`src/rtl/ptlfq_pkg.sv`:
```
// Shared constants, types and tables for the point-to-local-frame query block.
package ptlfq_pkg;

  localparam int unsigned CORDIC_STAGES_DEF = 16;
  localparam int unsigned ATAN_ENTRIES      = 24;

  localparam int unsigned COORD_W = 32;
  localparam int unsigned DIFF_W  = 33;
  localparam int unsigned ROT_W   = 34;
  localparam int unsigned PROD_W  = 67;
  localparam int unsigned FWD_W   = 36;
  localparam int unsigned VEC_W   = 38;
  localparam int unsigned ANG_W   = 32;

  localparam logic signed [ROT_W-1:0] INV_GAIN = ROT_W'(652032874);

  typedef enum logic [2:0] {
    CFG_POS_X         = 3'd0,
    CFG_POS_Y         = 3'd1,
    CFG_POS_Z         = 3'd2,
    CFG_HEADING       = 3'd3,
    CFG_CONE_HALF_COS = 3'd4
  } cfg_idx_e;

  function automatic logic [ANG_W-1:0] atan_lut(input logic [4:0] idx);
    logic [ANG_W-1:0] val;
    case (idx)
      5'd0:    val = 32'h2000_0000;
      5'd1:    val = 32'h12E4_051E;
      5'd2:    val = 32'h09FB_385B;
      5'd3:    val = 32'h0511_11D4;
      5'd4:    val = 32'h028B_0D43;
      5'd5:    val = 32'h0145_D7E1;
      5'd6:    val = 32'h00A2_F61E;
      5'd7:    val = 32'h0051_7C55;
      5'd8:    val = 32'h0028_BE53;
      5'd9:    val = 32'h0014_5F2F;
      5'd10:   val = 32'h000A_2F98;
      5'd11:   val = 32'h0005_17CC;
      5'd12:   val = 32'h0002_8BE6;
      5'd13:   val = 32'h0001_45F3;
      5'd14:   val = 32'h0000_A2FA;
      5'd15:   val = 32'h0000_517D;
      5'd16:   val = 32'h0000_28BE;
      5'd17:   val = 32'h0000_145F;
      5'd18:   val = 32'h0000_0A30;
      5'd19:   val = 32'h0000_0518;
      5'd20:   val = 32'h0000_028C;
      5'd21:   val = 32'h0000_0146;
      5'd22:   val = 32'h0000_00A3;
      5'd23:   val = 32'h0000_0051;
      default: val = '0;
    endcase
    return val;
  endfunction

endpackage

```
`src/rtl/ptlfq_cordic_rot.sv`:
```
// Pipelined rotation CORDIC that turns a binary heading into sine and cosine.
module ptlfq_cordic_rot #(
  parameter int unsigned Stages = ptlfq_pkg::CORDIC_STAGES_DEF
) (
  input  logic                                 clk_i,
  input  logic                                 en_i,
  input  logic [15:0]                          angle_i,
  output logic signed [ptlfq_pkg::ROT_W-1:0]   cos_o,
  output logic signed [ptlfq_pkg::ROT_W-1:0]   sin_o
);
  import ptlfq_pkg::*;

  localparam int unsigned N = (Stages > ATAN_ENTRIES) ? ATAN_ENTRIES : Stages;

  logic signed [ROT_W-1:0] x_src [N];
  logic signed [ROT_W-1:0] y_src [N];
  logic [ANG_W-1:0]        z_src [N];
  logic                    f_src [N];
  logic signed [ROT_W-1:0] x_d [N];
  logic signed [ROT_W-1:0] y_d [N];
  logic [ANG_W-1:0]        z_d [N];
  logic signed [ROT_W-1:0] x_q [N];
  logic signed [ROT_W-1:0] y_q [N];
  logic [ANG_W-1:0]        z_q [N];
  logic                    flip_q [N];
  logic [ANG_W-1:0]        z_init;
  logic [ANG_W-1:0]        z_test;

  always_comb begin
    z_init = {angle_i, 16'h0000};
    z_test = z_init + 32'h4000_0000;
    for (int s = 0; s < N; s++) begin
      if (s == 0) begin
        x_src[s] = INV_GAIN;
        y_src[s] = '0;
        z_src[s] = z_test[31] ? z_init + 32'h8000_0000 : z_init;
        f_src[s] = z_test[31];
      end else begin
        x_src[s] = x_q[s-1];
        y_src[s] = y_q[s-1];
        z_src[s] = z_q[s-1];
        f_src[s] = flip_q[s-1];
      end
      if (!z_src[s][31]) begin
        x_d[s] = x_src[s] - (y_src[s] >>> s);
        y_d[s] = y_src[s] + (x_src[s] >>> s);
        z_d[s] = z_src[s] - atan_lut(5'(s));
      end else begin
        x_d[s] = x_src[s] + (y_src[s] >>> s);
        y_d[s] = y_src[s] - (x_src[s] >>> s);
        z_d[s] = z_src[s] + atan_lut(5'(s));
      end
    end
  end

  always_ff @(posedge clk_i) begin
    if (en_i) begin
      x_q    <= x_d;
      y_q    <= y_d;
      z_q    <= z_d;
      flip_q <= f_src;
      cos_o  <= flip_q[N-1] ? -x_q[N-1] : x_q[N-1];
      sin_o  <= flip_q[N-1] ? -y_q[N-1] : y_q[N-1];
    end
  end

endmodule

```
`config.mk`:
```
export PLATFORM = sky130hd
export DESIGN_NAME = ptlfq_cordic_rot
export DESIGN_NICKNAME = d
export VERILOG_FILES = /design/src/rtl/ptlfq_pkg.sv /design/src/rtl/ptlfq_cordic_rot.sv
export SDC_FILE = /design/constraint.sdc
export NUM_CORES = 2
export LEC_CHECK = 0
export BUFFER_PORTS_ARGS = -buffer_cell sky130_fd_sc_hd__buf_2
export CAP_MARGIN = 20
export CELL_PAD_IN_SITES_DETAIL_PLACEMENT = 0
export CELL_PAD_IN_SITES_GLOBAL_PLACEMENT = 1
export CORE_MARGIN = 2
export CORE_UTILIZATION = 55
export CTS_CLUSTER_SIZE = 10
export DETAILED_ROUTE_END_ITERATION = 8
export PLACE_DENSITY_LB_ADDON = 0.2
export SKIP_LAST_GASP = 1
export SYNTH_ARGS = -nofsm -noshare
export SYNTH_HDL_FRONTEND = slang
export SYNTH_SLANG_ARGS = --single-unit
export TNS_END_PERCENT = 30
```
`constraint.sdc`:
```
create_clock -name clk_i -period 7.59 [get_ports clk_i]
set_clock_uncertainty 0.05 [all_clocks]
set_input_delay 0.3795 -clock clk_i [delete_from_list [all_inputs] [get_ports clk_i]]
set_output_delay 0.3795 -clock clk_i [all_outputs]
set_load 0.05 [all_outputs]
```
### After elaboration in Yosys (flattened, before gate mapping)

Cells that the tools add are included.

* flip-flop bits (word level): 1618
* input port bits: 18
* output and inout bits: 68
* word-level logic and storage cells: 237

* add/subtract/negate cells: 94
* multiplexer cells: 79

Operators with widths (number)
* $mux 32: 46
* $mux 34: 33
* $add 32x32->32: 15
* $sub 32x32->32: 15
* $add 34x19->34: 2
* $add 34x20->34: 2
* $add 34x21->34: 2
* $add 34x22->34: 2
* $add 34x23->34: 2
* $add 34x24->34: 2
* $add 34x25->34: 2
* $add 34x26->34: 2
* $add 34x27->34: 2
* $add 34x28->34: 2
* $add 34x29->34: 2
* $add 34x30->34: 2
* $add 34x31->34: 2
* $add 34x32->34: 2
* $neg 34->34: 2
* $sub 34x19->34: 2
* $sub 34x20->34: 2
* $sub 34x21->34: 2
* $sub 34x22->34: 2
* $sub 34x23->34: 2
* other kinds (15): 24

### Longest topological paths before layout

* word-level depth: 5
* depth in mapped cells: 22
* gate-level depth less buffers: 22

### Least setup slack after synthesis

OpenSTA, ideal clock, no wires.

* path type: register to register
* from: reg z_q[351] in the netlist's numbering
* to: reg x_q[338] in the netlist's numbering (data pin)
* library setup time: 0.258 ns
* arrival time: 4.382 ns
* required time: 7.282 ns
* setup slack: 2.900 ns
* cell stages (with the launch flop): 17
* buffers on the path: 1
* period minus slack after synthesis: 4.690 ns
* cell sequence: edfxtp_1 > clkbuf_1 > clkinv_1 > o21ai_0 > xnor2_1 > ha_1 > a21o_1 > a22oi_1 > a21oi_1 > a221o_1 > a21oi_1 > a2bb2oi_1 > a21oi_1 > or4_1 > a31o_2 > a21oi_1 > xnor2_1

RTL lines
* start: declaration: line ptlfq_cordic_rot.sv:24 `logic [ANG_W-1:0] z_q [N];`
* start signal: assignment: line ptlfq_cordic_rot.sv:60 `z_q <= z_d;`
* end signal: assignment: line ptlfq_cordic_rot.sv:58 `x_q <= x_d;`
* end: declaration: line ptlfq_cordic_rot.sv:22 `logic signed [ROT_W-1:0] x_q [N];`

==> results.cfg <==
[setup_path]
r2r_end = y_q[406]
required_ps = 8080
worst-setup-path-type = flop to flop
setup.worst_path.start_class = flop
cp-startpoint = x_q[415]
rrSetupSlack_ps = 1860
cp_max_fo = 7
cp.arrival_ps = 6220
end_kind = flop
crit-reg2reg-launch = x_q[415]
reg2reg_depth = 16

[yosys]
netlist_instances = 12500
synthFlopType = edfxtp_1
ys.warnings.count = 0
syn_avg_cell_area_um2 = 9.74
ys_seq_elements = 1489
synth_top_area_share_pct = 36.8
ys_seq_area_share_pct = 36.8
synth.most_common_cell = edfxtp_1
synth_nets = 13900
async_reset_ff_share_pct = 0
synth_top_cell_by_area = edfxtp_1
synth_edf_count = 1489
synth_area_leaders = edfxtp_1, ha_1, xnor2_1, a21oi_1, xor2_1
yosys-top-cells-count = edfxtp_1, ha_1, a21oi_1
synth_cell_types = 83
syn_area_mm2 = 0.121

[min_path]
hold_depth = 2
hold_path_end = z_q[506]
hp-class = primary input to flop
hp-start = angle_i[10]

[timing]
slew_violations = 0
worstMarginPinSlew_ps = 1100
finalHoldViolations = 0
relSlewSlack_pct = 26.6
timing.fmax_mhz = 175
finalCritPeriodShare_pct = 75.5
setup_tns_ps = 0
rsz0062_at_grt = no
finalSetupViolations = 0
finalCriticalPeriod_ps = 5730

[clock_network]
post_cts_buffers = 0
clock_latency_ps = 850
root_buffer = clkbuf_16
cts_max_path_buffers = 3
ctsHoldBuffers = 18
cts_tree = yes
cts_resized = 0
htree_levels = 4
cts.sinks = 1489
cts.clk_slew.worst_paths_ps = 50
numCtsBuffers = 182

[floorplanning]
fp.dieH_um = 474
core-area_mm2 = 0.220
io_pins = 86
fp-row-count = 172
die_w_um = 474
dieArea_mm2 = 0.225
start_util_pct = 55.3

[global_route]
gr-usage-all-layers_pct = 27.8
grt-ovfl-total = 0
grt_pass1_vias = 89800
antenna_found_initial = 6
grt_max_degree = 177
grt_pass1_wl_mm = 499

[drt]
ant_nets = 0
firstDrtPassIters = 6
wl_mm = 320
wl_per_cell_um = 20.5
drtIter0Drc = 7480
vias = 94700
drcViolationCount = 0
vias_per_cell = 6.07

[layout]
final_util_pct = 59.7
drive_gt1_share_pct = 3.92
final_cell_count_no_fill = 15600
nets = 14100
area_delta_synth_final_pct = 7.93

[placed_design]
post-place-cells = 15300
port_buffers = 85
place.gp.congestion = 0.939
dpl.hpwl_mm = 251

[flow_run]
cap_viol_max_count = 0

[outcome]
status = finished, final reports clean
[stage by stage]
stage               hold slack, ps  cell area, µm²  setup slack, ps
finish                         192          131000             1860
global route                   148          131000             1510
CTS                           97.6          131000             1990
detailed placement             357          125000             2010
global placement               350          125000             2080
floorplan                      350          121000             2900
[cells in the final DEF, fill, tap and decap left out, types with 40 or more instances in the layout]
cell type,Yosys,final
or4_1,48,48
nor2b_1,159,159
o21a_1,202,202
a21o_1,590,590
nand4_1,63,63
a211oi_1,124,124
nor4_1,77,77
and3_1,111,111
buf_2,0,85
a21oi_1,1336,1336
ha_1,1352,1352
o211ai_1,47,47
o41ai_1,55,55
mux2i_1,80,80
a21boi_0,40,40
and2_1,69,69
xor2_1,605,605
or3_1,78,78
o21bai_1,153,153
nor3_1,324,324
nand3_1,215,215
buf_4,0,46
xnor2_1,1262,1262
nand2b_1,200,200
fa_1,42,42
clkbuf_16,0,183
o31ai_1,60,60
o21ai_0,567,567
nor2_1,1123,1123
mux2_2,52,52
nand2_1,580,580
edfxtp_1,1489,1489
a31oi_1,126,126
inv_1,554,554
[state kept, by name, indices dropped and copies added, names as in the netlist]
| register | cells |
|---|---|
| cos_o | 34 |
| f_src | 15 |
| flip_q | 1 |
| sin_o | 34 |
| x_q | 488 |
| y_q | 511 |
| z_q | 406 |
[cell type report]
cell class	count	area (µm²)
clock buffer	214	4700
sequential	1489	44700
antenna	2	5.00
clock inverter	59	781
tap	2871	3590
timing repair buffer	161	1180
multi-input combinational	10200	74000
inverter	557	2090
fill	18800	88500
[per-layer routing]
layer / part of all wire [%] / global-route usage (%) / vias up
li1: - / - / 46500
met1: 46 / 38.8 / 45600
met2: 47 / 46.1 / 2282
met3: 4.9 / 3.00 / 397
met4: 2.4 / 7.06 / 2
met5: 0.0034 / 0 / -
[worst max-delay path: stages (launching register included)]
cell and delay, ps:
edfxtp_1 480, nor2_1 230, nand4b_1 220, nor2_1 190
nand2_1 140, nor3_1 340, nor3b_1 830, a21oi_1 190
xnor2_1 170, ha_1 400, nand3_1 160, nor2_1 180
or4b_2 600, o221ai_1 340, nand2_1 220, mux2i_1 160
a2111oi_0 550
[cell families (layout without fill, tap and decap cells)]
| logic type | Yosys count | in the layout | synth area share, % |
|---|---|---|---|
| compound gates | 3645 | 3645 | 18.9 |
| xor+xnor | 1867 | 1867 | 13.5 |
| fa+ha+maj | 1394 | 1394 | 14.6 |
| buf+inv | 724 | 991 | 2.24 |
| flops | 1489 | 1489 | 36.8 |
| mux | 132 | 132 | 1.14 |
| other cells | 1 | 3 | 0.00309 |
| simple gates | 3210 | 3210 | 12.8 |
[worst max path at each step]
stage	to	cells past startpoint
floorplan	x_q[338]	16
global placement	y_q[406]	16
detailed placement	x_q[169]	17
finish	y_q[406]	16
global route	y_q[406]	14
CTS	x_q[166]	16
Power is not shown: default switching activity piles up to over one toggle a cycle in this logic, so the estimate is an artifact.
